## config.mk

```make
export PLATFORM = sky130hd
export DESIGN_NAME = nrf_ctrl
export DESIGN_NICKNAME = d
export VERILOG_FILES = /design/src/rtl/core/nrf_pkg.sv /design/src/rtl/core/nrf_ctrl.sv
export SDC_FILE = /design/constraint.sdc
export NUM_CORES = 1
export LEC_CHECK = 0
export ABC_AREA = 0
export BUFFER_PORTS_ARGS = -buffer_cell sky130_fd_sc_hd__buf_2
export CAP_MARGIN = 10
export CORE_AREA = 4 4 41 43
export CTS_BUF_LIST = sky130_fd_sc_hd__clkbuf_8
export CTS_CLUSTER_DIAMETER = 40
export CTS_CLUSTER_SIZE = 30
export DETAILED_ROUTE_END_ITERATION = 12
export DIE_AREA = 0 0 45 47
export HOLD_SLACK_MARGIN = 0.03
export SYNTH_ARGS = -nofsm -noshare
export SYNTH_HDL_FRONTEND = slang
export SYNTH_SLANG_ARGS = --single-unit
```

## constraint.sdc

```tcl
create_clock -name clk -period 1.27 [get_ports clk]
set_input_delay 0.127 -clock clk [delete_from_list [all_inputs] [get_ports clk]]
set_output_delay 0.127 -clock clk [all_outputs]
set_load 0.005 [all_outputs]
```

## src/rtl/core/nrf_pkg.sv

```systemverilog
// Shared types and constants of the necklace representative filter.
`default_nettype none

package nrf_pkg;

  localparam int CFG_W   = 5;   // width of the word_width register
  localparam int WORD_W  = 16;  // width of the candidate and word fields
  localparam int EPOCH_W = 8;   // width of the pass tag held in each map entry

  localparam logic [CFG_W-1:0] WIDTH_RESET = 5'd8;
  localparam logic [CFG_W-1:0] WIDTH_MIN   = 5'd2;

  typedef struct packed {
    logic load;       // capture the input beat
    logic epoch_inc;  // open a new pass by advancing the tag
    logic clr_init;   // restart the clearing sweep and reset the tag
    logic clr_step;   // clear one map entry
    logic rd_cand;    // read the map entry of the candidate
    logic chk;        // evaluate the read data
    logic mark_step;  // one rotation step
    logic emit;       // load the output register
  } nrf_cmd_t;

  typedef struct packed {
    logic pass;       // captured beat starts a pass
    logic epoch_max;  // tag is about to wrap
    logic clr_last;   // sweep is at its final entry
    logic seen;       // candidate entry carries the current tag
    logic mark_done;  // rotation reached the word or the width
    logic out_free;   // output register can take a result
  } nrf_sts_t;

endpackage

`default_nettype wire

```

## src/rtl/core/nrf_ctrl.sv

```systemverilog
// Control state machine of the necklace representative filter.
`default_nettype none

module nrf_ctrl
  import nrf_pkg::*;
(
  input  wire logic     clk,
  input  wire logic     rst,
  input  wire logic     in_valid,
  output logic          in_stall,
  input  wire nrf_sts_t sts,
  output nrf_cmd_t      cmd
);

  localparam logic [2:0] S_CLEAR = 3'd0;
  localparam logic [2:0] S_IDLE  = 3'd1;
  localparam logic [2:0] S_START = 3'd2;
  localparam logic [2:0] S_READ  = 3'd3;
  localparam logic [2:0] S_CHECK = 3'd4;
  localparam logic [2:0] S_MARK  = 3'd5;
  localparam logic [2:0] S_DONE  = 3'd6;

  logic [2:0] state;
  logic [2:0] state_next;
  logic       pend;
  logic       pend_next;

  always_ff @(posedge clk) begin
    if (rst) begin
      state <= S_CLEAR;
      pend  <= 1'b0;
    end else begin
      state <= state_next;
      pend  <= pend_next;
    end
  end

  assign in_stall = (state != S_IDLE);

  always_comb begin
    cmd        = '0;
    state_next = state;
    pend_next  = pend;
    unique case (state)
      S_CLEAR: begin
        cmd.clr_step = 1'b1;
        if (sts.clr_last) begin
          state_next = pend ? S_READ : S_IDLE;
          pend_next  = 1'b0;
        end
      end
      S_IDLE: begin
        if (in_valid) begin
          cmd.load   = 1'b1;
          state_next = S_START;
        end
      end
      S_START: begin
        if (sts.pass && sts.epoch_max) begin
          // The tag would wrap: wipe the map, then look the word up.
          cmd.clr_init = 1'b1;
          pend_next    = 1'b1;
          state_next   = S_CLEAR;
        end else begin
          cmd.epoch_inc = sts.pass;
          cmd.rd_cand   = 1'b1;
          state_next    = S_CHECK;
        end
      end
      S_READ: begin
        cmd.rd_cand = 1'b1;
        state_next  = S_CHECK;
      end
      S_CHECK: begin
        cmd.chk    = 1'b1;
        state_next = sts.seen ? S_DONE : S_MARK;
      end
      S_MARK: begin
        cmd.mark_step = 1'b1;
        if (sts.mark_done) begin
          state_next = S_DONE;
        end
      end
      S_DONE: begin
        if (sts.out_free) begin
          cmd.emit   = 1'b1;
          state_next = S_IDLE;
        end
      end
      default: begin
        state_next = S_IDLE;
      end
    endcase
  end

endmodule

`default_nettype wire

```

---- After elaboration in Yosys (flattened, before gate mapping) ----
Cells that the tools add are included.
word-level totals
  output and inout bits ................... 9
  logic and storage cells ................. 42
  flip-flop bits (word level) ............. 4
cells by class
  eq/ne operators ......................... 12
  reductions and logical operators ........ 5
  multiplexer cells ....................... 23
operator list
  kind                count
  $pmux 3 s7          1
  $mux 3              5
  $mux 1              12
  $ne 2x2->1 const B  5
  $eq 3x3->1 const B  3
  $eq 3x2->1 const B  2
  $mux 2              3
  $pmux 1 s2          2
  $reduce_and 4->1    1
  $eq 3x1->1 const B  1
  $logic_not 3->1     1
  $ne 3x1->1 const B  1
  $reduce_and 3->1    1
  $reduce_bool 2->1   1
  $logic_and 1x1->1   1

---- Depth between registers and ports, before layout ----
Gate-level depths: netlist of the first run.
  word-level depth ........................ 3
  mapped depth ............................ 4
  mapped depth without buffers ............ 3

---- Worst setup path before layout of the first run ----
No wires, ideal clock.
  kind .................................... register -> register
  start ................................... register state[1]
  end ..................................... register state[1]
  period minus slack after synthesis ...... 1.069 ns
  setup slack ............................. 0.201 ns
  path buffers ............................ 1
  arrival ................................. 0.952 ns
  cell stages (with the launch flop) ...... 5
  path through ............................ dfxtp_1 > buf_6 > nor4_1 > a311oi_1 > a32o_1
between the ends
  word-level cells in the longest chain between the ends .. 3
ends and longest elaborated chain
  what                                      line            text
  start: declaration                        nrf_ctrl.sv:23  logic [2:0] state;
  start signal: assignment                  nrf_ctrl.sv:33  state <= state_next;
  $eq 3x3->1, or another cell as far along  nrf_ctrl.sv:44  unique case (state)
  $ne 2x2->1 (no line)                      -
  $reduce_and 4->1 (no line)                -
Parallel ways exist; a longest one is shown, timed or not.
A chain may end at the register's enable or synchronous reset.

==> out/qor.csv, run 1 <==
metric,value,unit
r2r worst-path depth,3,
Main synth FF type,dfxtp_1,
R2R Path Start,state[1]$_SDFFE_PP0P_,
P_leak,0.228,nW
vias in the first global route,318,
R2R Setup Slk,0.15,ns
post-route ant nets,0,
most frequent cells in the layout,"16 x buf_2, 3 x nand2_1, 3 x a21oi_1, 3 x clkbuf_8, 3 x dfxtp_4",
number of hold violations in the final report,0,
Critical Path RT,1.14,ns
DRC viols,0,
initial antenna violation count,0,
final setup fails,0,
CTS tree,built,
# port buffers,17,
area share of the largest cell type after synthesis,23.9,%
register area share after synthesis,23.9,%
layout cells sized above 1,53.4,%
"Net Count, Synth",49,
gp weighted congestion,0.680,
Crit Path Category,reg -> out,
Fin Hold WS,0.113,ns
deepest clock path buffer count,2,
Die H,47,um
Ports,18,
first-pass GRT wire length,1240,um
"Hold-fix buffers, CTS",0,
distinct cell type count after synthesis,28,
Max Slew Vio Count,0,
largest net degree at the start of global routing,11,
hold path cells,2,
FMAX,803,MHz
"leading cell type in the layout, fill and taps excluded",buf_2,
First DRT Iteration DRCs,2,
clock sink count,4,
Site Rows,13,
pwr dens,1330,nW/um^2
clk_skew,0.00149,ns
area delta synth->final,42.2,%
worst slack at placement,0.0390,ns
Seq cells post-synth,4,
RSZ-0062 raised after global routing,yes,
Post-synth EDFFs,0,
Initial Utilization,25.8,%
cts bufs inserted,3,
"Cell Area, Synth",335,um^2
final setup margin,0.0242,ns
status,completed,
fin crit share,98.1,%
Worst EP arrival,1.12,ns
Yosys warnings,0,
post-layout util,36.6,%
placed wire-length estimate,592,um
GR Util met2,12.7,%
cell taking the most area after synthesis,dfxtp_1,
CP endpoint kind,output pin,
vias per inst,4.67,
peak fanout along the critical path,10,
DR vias,341,
Worst-path clk slew,0.03,ns
Top Usage Layer GRT,met2,
"Clk Latency, worst-skew pair",0.22,ns
Startpoint Class,register,
dpl cells,70,
min Tclk post-route,1.25,ns
nets,69,
max_slew headroom,79.2,%
r2r endpoint,state[0]$_SDFFE_PP0P_,
HP Class,in -> reg,
met3 usage in global routing,5.36,%
Post-Syn Instances,40,
WL/cell,10.5,um
Core Area,1300,um^2
ANT cells,0,
hold path endpoint,state[2]$_SDFFE_PP0P_,
Root Buffer,clkbuf_8,
hold path start,rst,
die width,45,um
global route overflow,0,
met1 Usage GRT,8.86,%
Synth area leaders,"dfxtp_1 24%, a21oi_1 4.5%, buf_8 4.5%, nand2b_4 4.1%, nor2b_4 4.1%",
post-route insts no fill,73,
Avg Inst Size Synth,8.38,um^2
WL final,765,um
Async SR Flop Fraction,0,%
postcts setup bufs,0,
Max-Cap Viols,0,
gr usage total,8.69,%
die area,2120,um^2
router iterations before antenna repair,2,
H-tree depth,1,
worst vdd ir,0.680,mV
Slew @ Worst Pin,0.311,ns
==> per-layer routing <==
| metal | share of wire [%] | wire length (um) | vias up |
|---|---|---|---|
| met2 | 44 | 338 | 13 |
| li1 | - | - | 176 |
| met5 | 0 | 0 | - |
| met1 | 45 | 342 | 152 |
| met3 | 11 | 84 | 0 |
| met4 | 0 | 0 | 0 |
==> cell type report <==
| cell class | instances | area, um^2 |
|---|---|---|
| tap | 15 | 18.8 |
| fill | 148 | 825 |
| sequential | 4 | 91.3 |
| timing repair buffer | 18 | 98.8 |
| multi-input combinational | 30 | 215 |
| inverter | 3 | 11.3 |
| clock buffer | 3 | 41.3 |
==> cells in the mapped netlist (2+ instances only) <==
master / count
a21oi_1: 3
and2_1: 2
dfxtp_1: 4
inv_1: 2
nand2_1: 3
nand2b_1: 2
nor2_1: 2
o21ai_0: 2
==> flip-flops by register name, summed over array words and instances, names as in the netlist <==
| signal | cells |
|---|---|
| state | 3 |
| pend | 1 |
==> worst max path at each step <==
stage	start	to	cells past startpoint
after floorplan	state[1]$_SDFFE_PP0P_	state[1]$_SDFFE_PP0P_	4
after global placement	state[0]$_SDFFE_PP0P_	state[0]$_SDFFE_PP0P_	3
after detailed placement	state[1]$_SDFFE_PP0P_	state[0]$_SDFFE_PP0P_	3
after CTS	state[2]$_SDFFE_PP0P_	cmd[5]	3
after global routing	state[1]$_SDFFE_PP0P_	cmd[7]	4
final	state[1]$_SDFFE_PP0P_	cmd[1]	3
==> cells by family after synthesis <==
kind of cell | share of synthesized area, %
mux | 2.99
compound gates | 22.4
buf+inv | 13.4
simple gates | 37.3
flops | 23.9
==> where the power goes <==
part           switching [mW]  total, mW  internal, mW  leakage, nW
Combinational          0.0752      0.176         0.101        0.172
Sequential             0.0417      0.190         0.148       0.0348
Clock                  0.0648      0.267         0.202       0.0216
==> critical path: stages, from the launching register on <==
cell and delay [ns]:
dfxtp_4 0.39, and2b_2 0.25, and2_4 0.15, buf_2 0.11
==> repair_timing <==
action	4_1_cts	5_1_grt
endpoints found under the hold margin	0	0
pin swaps	0	1
gates resized for setup	6	3
endpoints found under the setup margin	7	4
==> per-stage QoR <==
stage	TNS (ns)	area, um^2	power [mW]
3_5_place_dp	0	413	0.359
2_1_floorplan	0	335	0.320
6_report	0	477	0.632
5_1_grt	-0.0649	477	0.678
4_1_cts	0	465	0.636
3_3_place_gp	0	413	0.359
No activity file was read; power rests on OpenSTA's default activity.
==> run 2, diff against run 1 <==
--- a/config.mk
+++ b/config.mk
@@ -15,6 +15,7 @@
 export DETAILED_ROUTE_END_ITERATION = 12
 export DIE_AREA = 0 0 45 47
 export HOLD_SLACK_MARGIN = 0.03
+export RECOVER_POWER = 25
 export SYNTH_ARGS = -nofsm -noshare
 export SYNTH_HDL_FRONTEND = slang
 export SYNTH_SLANG_ARGS = --single-unit
==> run 2 against run 1 <==
  * Final cell count is the same
  * Clock power about the same
  * Sequential power hardly changed
  * Fmax unchanged
  * Routed wire length unchanged
  * Global-route usage unchanged
==> out/qor.csv, run 2 (synthesis results as in run 1) <==
metric,value,unit
Tot Pwr,0.632,mW
post-route insts no fill,73,
Worst EP arrival,1.12,ns
clk_skew,0.00149,ns
DRC viols,0,
Initial Utilization,25.8,%
RSZ-0062 raised after global routing,yes,
vias in the first global route,318,
Max Slew Vio Count,0,
"Clk Latency, worst-skew pair",0.22,ns
WL/cell,10.5,um
placed inst area,413,um^2
design area,475,um^2
placed wire-length estimate,592,um
CP endpoint kind,output pin,
number of hold violations in the final report,0,
peak fanout along the critical path,10,
Fin Hold WS,0.113,ns
router iterations before antenna repair,2,
Net Sw Power,0.182,mW
max FFs per register,3,
gp weighted congestion,0.680,
max_slew headroom,79.2,%
Site Rows,13,
most frequent cells in the layout,"15 x buf_2, 3 x nand2_1, 3 x a21oi_1, 3 x clkbuf_8, 3 x dfxtp_4",
WL final,765,um
final setup fails,0,
worst vdd ir,0.680,mV
Critical Path RT,1.14,ns
Ports,18,
die width,45,um
# port buffers,17,
Clk network pwr share,42.2,%
Crit Path Category,reg -> out,
First DRT Iteration DRCs,2,
Core Area,1300,um^2
area delta synth->final,41.8,%
deepest clock path buffer count,2,
status,completed,
fin crit share,98.1,%
P_leak,0.224,nW
Die H,47,um
DR vias,341,
global route overflow,0,
postcts setup bufs,0,
layout cells sized above 1,51.7,%
Top Registers,"state x3, pend x1",
cts bufs inserted,3,
Max-Cap Viols,0,
HP Class,in -> reg,
ANT cells,0,
Cell Int Power,0.450,mW
largest net degree at the start of global routing,11,
vias per inst,4.67,
nets,69,
initial antenna violation count,0,
CTS tree,built,
clock sink count,4,
Comb power frac,27.7,%
Root Buffer,clkbuf_8,
first-pass GRT wire length,1240,um
gr usage total,8.69,%
pwr dens,1330,nW/um^2
switch share,28.8,%
Slew @ Worst Pin,0.311,ns
Sequential Power Share,30.0,%
H-tree depth,1,
Worst-path clk slew,0.03,ns
"leading cell type in the layout, fill and taps excluded",buf_2,
Largest Register,state,
post-route ant nets,0,
Startpoint Class,register,
min Tclk post-route,1.25,ns
die area,2120,um^2
FMAX,803,MHz
dpl cells,70,
==> run 2: changes by cell type in the layout (fill, tap and decap cells not counted), sizes merged <==
cell | before | now
buf | 18 | 17
clkbuf | 3 | 4
==> run 2: final timing paths <==
path / start / end / slack [ns] / depth (start not counted)
setup / recovery: state[1]$_SDFFE_PP0P_ / cmd[1] / 0.02 / 3
hold / removal: rst / state[2]$_SDFFE_PP0P_ / 0.11 / 2
setup reg to reg: state[1]$_SDFFE_PP0P_ / state[0]$_SDFFE_PP0P_ / 0.15 / 3
hold reg to reg: pend$_SDFFE_PP0P_ / pend$_SDFFE_PP0P_ / 0.46 / 1
==> run 2: routing by layer <==
layer	track usage, %	wire, um	part of all wire (%)	vias up
met2	12.7	338	44	13
met1	8.86	342	45	152
met5	0	0	0	-
li1	-	-	-	176
met4	7.02	0	0	0
met3	5.36	84	11	0
==> run 2: power by group through the flow <==
stage	clock, mW	combinational, mW	sequential (mW)
global placement	0	0.172	0.186
finish	0.267	0.175	0.190
CTS	0.272	0.174	0.190
global route	0.284	0.197	0.197
detailed placement	0	0.173	0.186
floorplan	0	0.167	0.153
==> run 2: cell type report <==
| cell class | instances | area [um^2] |
|---|---|---|
| Multi-Input combinational cell | 30 | 215 |
| Timing Repair Buffer | 18 | 97.6 |
| Sequential cell | 4 | 91.3 |
| Clock buffer | 3 | 41.3 |
| Inverter | 3 | 11.3 |
| Fill cell | 149 | 826 |
| Tap cell | 15 | 18.8 |
==> run 2: per-stage QoR <==
stage	utilization, %	setup WS, ns	TNS [ns]
4_1_cts	35.8	0.0111	0
6_report	36.5	0.0242	0
3_5_place_dp	31.7	0.0390	0
5_1_grt	36.5	-0.0281	-0.0649
2_1_floorplan	-	0.201	0
3_3_place_gp	31.7	0.0107	0
==> run 2: timing repair <==
| action | in CTS | in global routing |
|---|---|---|
| pin swaps | 0 | 1 |
| hold endpoints to repair | 0 | 0 |
| hold buffers | 0 | 0 |
| endpoints found under the setup margin | 7 | 4 |
| resized for setup | 6 | 3 |
==> run 2: worst max-delay path, cell delays in order, from the launching register on <==
cell and delay (ns):
dfxtp_4 0.39, and2b_2 0.25, and2_4 0.15, buf_2 0.11
